## src/rtl/dcwo_pkg.sv

```systemverilog
`default_nettype none
package dcwo_pkg;

	localparam int TABLE_DEPTH = 256;
	localparam int ADDR_W      = 8;
	localparam int SAMPLE_W    = 12;
	localparam int FRAC_W      = 16;
	localparam int PHASE_W     = 24;
	localparam int COEF_W      = 15;
	localparam int H_W         = 32;
	localparam int MAG_W       = H_W - 1;
	localparam int PROD_W      = MAG_W + FRAC_W;

	localparam logic OP_TICK  = 1'b0;
	localparam logic OP_WRITE = 1'b1;

	// Which coefficient the Horner add step folds in.
	localparam logic [1:0] SEL_A1 = 2'd0;
	localparam logic [1:0] SEL_A2 = 2'd1;
	localparam logic [1:0] SEL_A3 = 2'd2;

	typedef struct packed {
		logic       phase_adv;
		logic       tbl_wr;
		logic       rd_en;
		logic [1:0] rd_offset;
		logic       shift;
		logic       coef;
		logic       mul;
		logic       add;
		logic [1:0] add_sel;
		logic       out_load;
	} cmd_t;

endpackage
`default_nettype wire

```

## src/rtl/dcwo_ctrl.sv

```systemverilog
`default_nettype none
module dcwo_ctrl (
	input  wire logic          clk,
	input  wire logic          arst_n,
	input  wire logic          in_valid,
	input  wire logic          op,
	input  wire logic          out_ready,
	output logic               in_ready,
	output logic               out_valid,
	output dcwo_pkg::cmd_t     cmd
);

	typedef enum logic [6:0] {
		S_IDLE = 7'b0000001,
		S_READ = 7'b0000010,
		S_LAST = 7'b0000100,
		S_COEF = 7'b0001000,
		S_MUL  = 7'b0010000,
		S_ADD  = 7'b0100000,
		S_DONE = 7'b1000000
	} state_t;

	state_t     state_q, state_d;
	logic [1:0] cnt_q, cnt_d;
	logic       out_valid_q;

	assign in_ready  = (state_q == S_IDLE);
	assign out_valid = out_valid_q;

	always_comb begin
		state_d = state_q;
		cnt_d   = cnt_q;
		cmd     = '0;
		unique case (state_q)
			S_IDLE: begin
				if (in_valid) begin
					if (op == dcwo_pkg::OP_WRITE) begin
						cmd.tbl_wr = 1'b1;
					end else begin
						cmd.phase_adv = 1'b1;
						cnt_d         = 2'd0;
						state_d       = S_READ;
					end
				end
			end
			S_READ: begin
				cmd.rd_en     = 1'b1;
				cmd.rd_offset = cnt_q;
				cmd.shift     = (cnt_q != 2'd0);
				cnt_d         = cnt_q + 2'd1;
				if (cnt_q == 2'd3) begin
					state_d = S_LAST;
				end
			end
			S_LAST: begin
				cmd.shift = 1'b1;
				state_d   = S_COEF;
			end
			S_COEF: begin
				cmd.coef = 1'b1;
				cnt_d    = 2'd0;
				state_d  = S_MUL;
			end
			S_MUL: begin
				cmd.mul = 1'b1;
				state_d = S_ADD;
			end
			S_ADD: begin
				cmd.add     = 1'b1;
				cmd.add_sel = cnt_q;
				if (cnt_q == dcwo_pkg::SEL_A3) begin
					state_d = S_DONE;
				end else begin
					cnt_d   = cnt_q + 2'd1;
					state_d = S_MUL;
				end
			end
			S_DONE: begin
				// The result waits here while the previous one is still unclaimed.
				if (!out_valid_q || out_ready) begin
					cmd.out_load = 1'b1;
					state_d      = S_IDLE;
				end
			end
			default: begin
				state_d = S_IDLE;
			end
		endcase
	end

	always_ff @(posedge clk or negedge arst_n) begin
		if (!arst_n) begin
			state_q     <= S_IDLE;
			cnt_q       <= 2'd0;
			out_valid_q <= 1'b0;
		end else begin
			state_q <= state_d;
			cnt_q   <= cnt_d;
			if (cmd.out_load) begin
				out_valid_q <= 1'b1;
			end else if (out_ready) begin
				out_valid_q <= 1'b0;
			end
		end
	end

endmodule
`default_nettype wire

```

## config.mk

```make
export PLATFORM = sky130hd
export DESIGN_NAME = dcwo_ctrl
export DESIGN_NICKNAME = d
export VERILOG_FILES = /design/src/rtl/dcwo_pkg.sv /design/src/rtl/dcwo_ctrl.sv
export SDC_FILE = /design/constraint.sdc
export NUM_CORES = 1
export LEC_CHECK = 0
export ABC_CLOCK_PERIOD_IN_PS = 2700
export BUFFER_PORTS_ARGS = -buffer_cell sky130_fd_sc_hd__buf_2
export CAP_MARGIN = 15
export CORE_UTILIZATION = 40
export DETAILED_ROUTE_END_ITERATION = 10
export PLACE_DENSITY_LB_ADDON = 0.3
export SETUP_SLACK_MARGIN = 0.2
export SLEW_MARGIN = 20
export SYNTH_ARGS = -nofsm -noshare
export SYNTH_HDL_FRONTEND = slang
export SYNTH_SLANG_ARGS = --single-unit
```

## constraint.sdc

```tcl
create_clock -name clk -period 2.7 [get_ports clk]
set_input_delay 0.54 -clock clk [delete_from_list [all_inputs] [get_ports clk]]
set_output_delay 0.54 -clock clk [all_outputs]
set_load 0.05 [all_outputs]
```

Word level (Yosys, flattened, before mapping) --
Index checks and enable logic that the tools add are counted.
Cells by class: add/subtract/negate cells 1, equal/unequal tests 14, mux-type cells 23, reductions and logical operators 7
Operators with widths (number):
- 7-bit one-hot mux with 7 select lines | 1
- 7-bit two-way mux | 5
- 2-bit two-way mux | 5
- 2-bit inequality test, second input constant | 5
- 1-bit two-way mux | 8
- 2-bit one-hot mux with 4 select lines | 1
- 4-bit AND reduction | 2
- 7-bit by 1-bit == test with 1-bit output, second input constant | 1
- 7-bit by 2-bit == test with 1-bit output, second input constant | 1
- 7-bit by 3-bit == test with 1-bit output, second input constant | 1
- 7-bit by 4-bit == test with 1-bit output, second input constant | 1
- 7-bit by 5-bit == test with 1-bit output, second input constant | 1
- 7-bit by 6-bit == test with 1-bit output, second input constant | 1
- 7-bit == test, second input constant | 1
- 3-bit two-way mux | 2
- 2-bit == test, second input constant | 2
- 2-bit nonzero test | 2
- 4-bit nonzero test | 1
- 2-bit by 1-bit adder with 2-bit output, second input constant | 1
- 1-bit one-hot mux with 2 select lines | 1
- 1-bit logical NOT | 1
- 1-bit logical OR | 1
Storage, ports and cells: flip-flop bits (word level) 10, input port bits 5, output and inout bits 14, word-level logic and storage cells 48

Longest topological paths before layout --
Gate-level depths: netlist of the first run.
depth after elaboration 5, gate-level depth with buffers 6, depth with buffers taken out 6

Worst setup path before layout of the first run --
Ideal clock, no wire load.
kind register to output, start point register state_q[1], end point output cmd[1] (netlist name), arrival time 2597 ps, slack -437 ps, cell stages (with the launch flop) 4, path through dfrtp_1 or4_4 buf_6 nor4_1
RTL lines:
- from (decl) | line dcwo_ctrl.sv:23 | state_t state_q, state_d;
- from (signal assigned) | line dcwo_ctrl.sv:97 | state_q <= state_d;
- to (decl) | line dcwo_ctrl.sv:10 | output dcwo_pkg::cmd_t cmd

==> flow_metrics.env, run 1 <==
export IMPL_grt_use_met2=0.315
export IMPL_synthArstFlopShare=1.00
export IMPL_clock_skew_final_ps=4.58
export IMPL_synth_most_common_cell="dfrtp_1"
export IMPL_drc=0
export IMPL_drv_cap=0
export IMPL_holdWs_ps=116
export IMPL_overflow=0
export IMPL_fin_crit_sh=0.905
export IMPL_syn_area_sq_um=713
export IMPL_hold_viol_final=0
export IMPL_ant_nets=0
export IMPL_hpwl_mm=1.23
export IMPL_power_mw=0.709
export IMPL_grt_busiest_layer="met2"
export IMPL_finalMaxSlewViolations=0
export IMPL_drt_first_iter_violations=17
export IMPL_cts_root_buf="clkbuf_4"
export IMPL_worstMarginPinSlew_ps=441
export IMPL_cts_htree_levels=1
export IMPL_numClockSinks=10
export IMPL_synth_common_cells="9 x dfrtp_1, 8 x nor2_1, 7 x nand2_1"
export IMPL_synth_fp_nets=85
export IMPL_syn_inst=77
export IMPL_synthToLayoutAreaGrowth_pct=26.0
export IMPL_finalSetupTns_ps=0
export IMPL_max_vdd_ir_drop_mv=0.703
export IMPL_insertion_delay_ps=270
export IMPL_synth_top_cell_by_area="dfrtp_1"
export IMPL_diodes=0
export IMPL_synth_cell_types=34
export IMPL_cts_made_buffers=3
export IMPL_start_kind="flip-flop"
export IMPL_power_density_nw_per_um2=789
export IMPL_gp_congestion=0.872
export IMPL_nFillCells=139
export IMPL_antenna_found_initial=0
export IMPL_drive_above_1_share=0.354
export IMPL_final_core_util=0.570
export IMPL_cp_end_kind="output pin"
export IMPL_cp_arrival_ps=1900
export IMPL_avgSynthCellArea_sq_um=9.26
export IMPL_clk_pin_slew_worst_paths_ps=70
export IMPL_yosys_warnings=0
export IMPL_coreArea_sq_um=1580
export IMPL_initial_core_util=0.452
export IMPL_finalNonFillerCells=115
export IMPL_clock_path_buffers=2
export IMPL_synthTopCellsByArea="dfrtp_1 32%, a2111oi_4 7.7%, ha_1 5.3%"
export IMPL_vias=639
export IMPL_rows=14
export IMPL_ys_ff_latch=10
export IMPL_die_area_sq_um=1960
export IMPL_cp_max_fo=8
export IMPL_fmax_ghz=0.409
export IMPL_yosys_most_used_dff="dfrtp_1"
export IMPL_setup_viol=0
export IMPL_routed_wl_mm=1.68
export IMPL_grtUsageMet1=0.243
export IMPL_cts_tree="built"
export IMPL_cts_hold_buf=0
export IMPL_status="complete, no violations"
export IMPL_vias_per_cell=5.56
export IMPL_grt_pass1_wl_mm=2.62
export IMPL_critical_path_required_ps=2160
export IMPL_grt_use_total=0.192
export IMPL_relSlewSlack=0.702
export IMPL_grt_max_degree=13
export IMPL_min_path_type="in2async"
export IMPL_io_pins=19
export IMPL_setup_worst_path_class="reg2out"
export IMPL_rsz0062_at_grt="false"
export IMPL_wl_per_cell_um=14.6
export IMPL_synth_top_cell_area_share=0.316
export IMPL_nNetsFinal=108
export IMPL_die_x_um=44.2
export IMPL_first_pass_iters=6
export IMPL_dp_cells=110
export IMPL_synth_enable_flop_cells=0
export IMPL_grt_pass1_vias=560
export IMPL_die_height_um=44.2
export IMPL_ys_seq_area_frac=0.353
export IMPL_leakage_nw=0.425
export IMPL_grt_use_met3=0.0367
export IMPL_io_buffer_count=18
export IMPL_fin_crit_ps=2440
==> where the power goes <==
part | internal [mW] | leakage [nW] | switching, mW
registers | 0.181 | 0.134 | 0.0573
clock network | 0.0819 | 0.0210 | 0.0573
logic | 0.125 | 0.270 | 0.207
total | 0.387 | 0.425 | 0.321
==> cell type report <==
class,instances,area [sq um],area share
Clock buffer,4,36.3,0.0404
Multi-Input combinational cell,61,465,0.518
Sequential cell,10,251,0.280
Timing Repair Buffer,20,110,0.123
Tap cell,16,20.0,0.0223
Inverter,4,15.0,0.0167
==> path summary, 6_finish.rpt <==
check                      depth (start not counted)  slack, ps    endpoint       start
min reg2reg                                        2        530   out_valid   out_valid
max reg2reg                                        6        920    cnt_q[0]    cnt_q[0]
min                                                1        120  state_q[6]      arst_n
max                                                3        260      cmd[2]  state_q[1]
max in group asynchronous                          1       2330  state_q[0]      arst_n
min in group clk                                   2        530   out_valid   out_valid
==> per-stage QoR <==
| stage | cell area, sq um | worst slack [ps] |
|---|---|---|
| after CTS | 875 | 213 |
| final | 898 | 257 |
| after detailed placement | 833 | 374 |
| after global placement | 833 | 476 |
| after floorplan | 731 | 133 |
| after global routing | 898 | 192 |
==> cell usage in the layout (no fill, tap or decap), drive strengths merged, types with 3 or more instances in the layout <==
cell type	instances
o21ai	3
nor2b	4
buf	18
nor3	3
and3	3
nand2	7
nand2b	4
clkbuf	6
ha	3
nor4	3
nor2	8
dfrtp	9
inv	4
==> what timing repair did <==
action                     in CTS  in global routing
resized for setup               1                  4
pin swaps                       0                  1
gates cloned                    0                  0
setup endpoints to repair       4                  5
setup buffers                   0                  1
==> kinds of logic after synthesis <==
family,Yosys count,share of synthesized area
compound gates,14,0.184
simple gates,43,0.354
flops,10,0.353
mux,1,0.0140
fa+ha+maj,3,0.0526
buf+inv,6,0.0421
==> critical path, cell delays in order (launching register included) <==
cell,delay (ps)
dfrtp_1,470
or4_4,650
nor4_2,220
buf_2,290
==> sequential cells by signal (all words and copies together), names as in the netlist <==
name and cells:
cnt_q 2, state_q 7, out_valid 1
==> routing by layer <==
layer,wire [um],vias to the layer above,share of wire
li1,-,326,-
met1,774,290,0.46
met2,832,19,0.50
met3,46,4,0.027
met4,23,0,0.014
met5,0,-,0
(Power assumes the default switching activity.)
==> inputs of run 2 (changes only) <==
Settings changed: ABC_AREA set to 1, PLACE_DENSITY set to 0.61, PLACE_DENSITY_LB_ADDON 0.3 to unset.
==> run 2 against run 1 <==
Compared with the run above: non-clock buffer count shrank 2; routed wire length shrank 13%; cell area shrank 5.7%; worst hold slack lost 10 ps; register-to-register slack gained 460 ps; critical path type unchanged; largest cell class unchanged; largest power group unchanged; highest routed layer unchanged.
==> flow_metrics.env, run 2 <==
export IMPL_path_cells="nor2_4 -> nand2_4 -> nor2_8 -> inv_2 -> o22ai_1 -> buf_2"
export IMPL_ys_seq_area_frac=0.354
export IMPL_r2r_slack_ps=1380
export IMPL_cpLargestDelayFamily="flip-flops"
export IMPL_dr_wl_met3_um=66
export IMPL_hpwl_mm=1.19
export IMPL_top_layer="met4"
export IMPL_r2r_end="cnt_q[1]"
export IMPL_cp_max_fo=7
export IMPL_finalSetupTns_ps=0
export IMPL_post_cts_buffers=0
export IMPL_drt_met1_wl_um=691
export IMPL_die_x_um=44.2
export IMPL_regMostFlops="state_q"
export IMPL_coreArea_sq_um=1580
export IMPL_fmax_ghz=0.469
export IMPL_start_kind="flip-flop"
export IMPL_ctsResizeCount=0
export IMPL_drc=0
export IMPL_final_cell_mix="19 x nand2_1, 19 x nor2_1, 18 x buf_2"
export IMPL_largest_reg_flops=7
export IMPL_fin_crit_ps=2130
export IMPL_routed_wl_mm=1.46
export IMPL_yosys_most_used_dff="dfrtp_1"
export IMPL_min_path_type="in2async"
export IMPL_cts_htree_levels=1
export IMPL_drv_cap=0
export IMPL_worstMarginPinSlew_ps=313
export IMPL_synthTopCellsByArea="dfrtp_1 32%, nand2_1 10%, nor2_1 10%"
export IMPL_yosys_warnings=0
export IMPL_synth_cell_types=19
export IMPL_wl_per_cell_um=10.9
export IMPL_io_buffer_count=18
export IMPL_insertion_delay_ps=280
export IMPL_status="complete, no violations"
export IMPL_synth_fp_nets=104
export IMPL_power_density_nw_per_um2=936
export IMPL_ys_ff_latch=10
export IMPL_cts_tree="built"
export IMPL_vias_per_cell=4.72
export IMPL_cp_end_kind="output pin"
export IMPL_cp_num_buf_inv=2
export IMPL_leakage_nw=0.472
export IMPL_wl_met2_um=659
export IMPL_initial_core_util=0.451
export IMPL_grt_max_degree=11
export IMPL_critical_path_required_ps=2160
export IMPL_final_seq_area_sq_um=251
export IMPL_postLayoutCellArea_sq_um=847
export IMPL_overflow=0
export IMPL_avgSynthCellArea_sq_um=7.40
export IMPL_cp_arrival_ps=1590
export IMPL_gp_congestion=0.850
export IMPL_diodes=0
export IMPL_slowest_stage="dfrtp_1"
export IMPL_max_stage_delay_ps=430
export IMPL_finalNonFillerCells=134
export IMPL_grt_use_total=0.190
export IMPL_grt_pass1_vias=596
export IMPL_drive_above_1_share=0.390
export IMPL_setup_viol=0
export IMPL_synth_common_cells="19 x nand2_1, 19 x nor2_1, 9 x dfrtp_1, 9 x inv_1, 8 x inv_2"
export IMPL_synth_enable_flop_cells=0
export IMPL_final_core_util=0.537
export IMPL_multi_input_comb_area_sq_um=395
export IMPL_die_height_um=44.2
export IMPL_max_vdd_ir_drop_mv=0.439
export IMPL_synth_top_cell_by_area="dfrtp_1"
export IMPL_finalMaxSlewViolations=0
export IMPL_fin_crit_sh=0.790
export IMPL_io_pins=19
export IMPL_die_area_sq_um=1950
export IMPL_nNetsFinal=127
export IMPL_cts_root_buf="clkbuf_4"
export IMPL_rows=14
export IMPL_synth_top_cell_area_share=0.317
export IMPL_first_pass_iters=6
export IMPL_worstRegToRegCells=9
export IMPL_setup_worst_path_class="reg2out"
export IMPL_rsz0062_at_grt="false"
export IMPL_reg2reg_from="state_q[0]"
export IMPL_relSlewSlack=0.789
export IMPL_antenna_found_initial=0
export IMPL_cts_made_buffers=3
export IMPL_placed_cell_area_sq_um=821
export IMPL_vias=632
export IMPL_nFillCells=160
export IMPL_hold_viol_final=0
export IMPL_cts_hold_buf=0
export IMPL_numClockSinks=10
export IMPL_clock_path_buffers=2
export IMPL_synthArstFlopShare=1.00
export IMPL_clock_skew_final_ps=4.55
export IMPL_holdWs_ps=106
export IMPL_syn_inst=96
export IMPL_syn_area_sq_um=711
export IMPL_drt_first_iter_violations=11
export IMPL_synthToLayoutAreaGrowth_pct=19.2
export IMPL_dp_cells=130
export IMPL_grt_pass1_wl_mm=2.53
export IMPL_clk_pin_slew_worst_paths_ps=70
export IMPL_ant_nets=0
run 2: cell types whose count changed in the layout (fill, tap and decap cells not counted), sizes merged, moves of 3 or more:
cell,before,now
nand2b,4,0
nand3,2,8
nor4,3,0
nor2,8,29
nand2,7,23
and3,3,0
inv,4,17
nor2b,4,0
run 2: cells by family (layout without fill, tap and decap cells):
| family | Yosys count | count (layout) | synth area share |
|---|---|---|---|
| compound gates | 5 | 5 | 0.0475 |
| buf+inv | 17 | 39 | 0.0898 |
| fa+ha+maj | 3 | 3 | 0.0528 |
| simple gates | 61 | 61 | 0.456 |
| flops | 10 | 10 | 0.354 |
run 2: worst max path at each step:
| stage | from | to | slack [ps] | depth (start not counted) |
|---|---|---|---|---|
| CTS | state_q[5] | cmd[6] | 550 | 6 |
| floorplan | state_q[5] | cmd[6] | 400 | 5 |
| global route | state_q[5] | cmd[6] | 420 | 6 |
| finish | state_q[5] | cmd[6] | 570 | 6 |
| global placement | state_q[5] | cmd[6] | 900 | 6 |
| detailed placement | state_q[5] | cmd[6] | 860 | 6 |
run 2: layer usage:
layer | vias to the layer above | track usage
met5 | - | 0
met2 | 13 | 0.282
met4 | 0 | 0.109
met1 | 279 | 0.233
met3 | 4 | 0.0735
li1 | 336 | -
run 2: area by class of cell:
class / count / share of cell area
clock buffers: 4 / 0.0310
inverters: 17 / 0.0753
multi-input cells: 69 / 0.467
flip-flops and latches: 10 / 0.297
well taps: 16 / 0.0236
repair buffers: 18 / 0.106
run 2: stage by stage:
stage	setup slack, ps	total power, mW
after floorplan	398	0.597
after global placement	899	0.677
after detailed placement	860	0.679
after CTS	546	0.801
after global routing	425	0.858
final	566	0.793
run 2: power breakdown:
part	internal (mW)	total [mW]	switching, mW
Combinational	0.135	0.461	0.326
Clock	0.0575	0.120	0.0623
Sequential	0.183	0.211	0.0283
Total	0.376	0.793	0.417
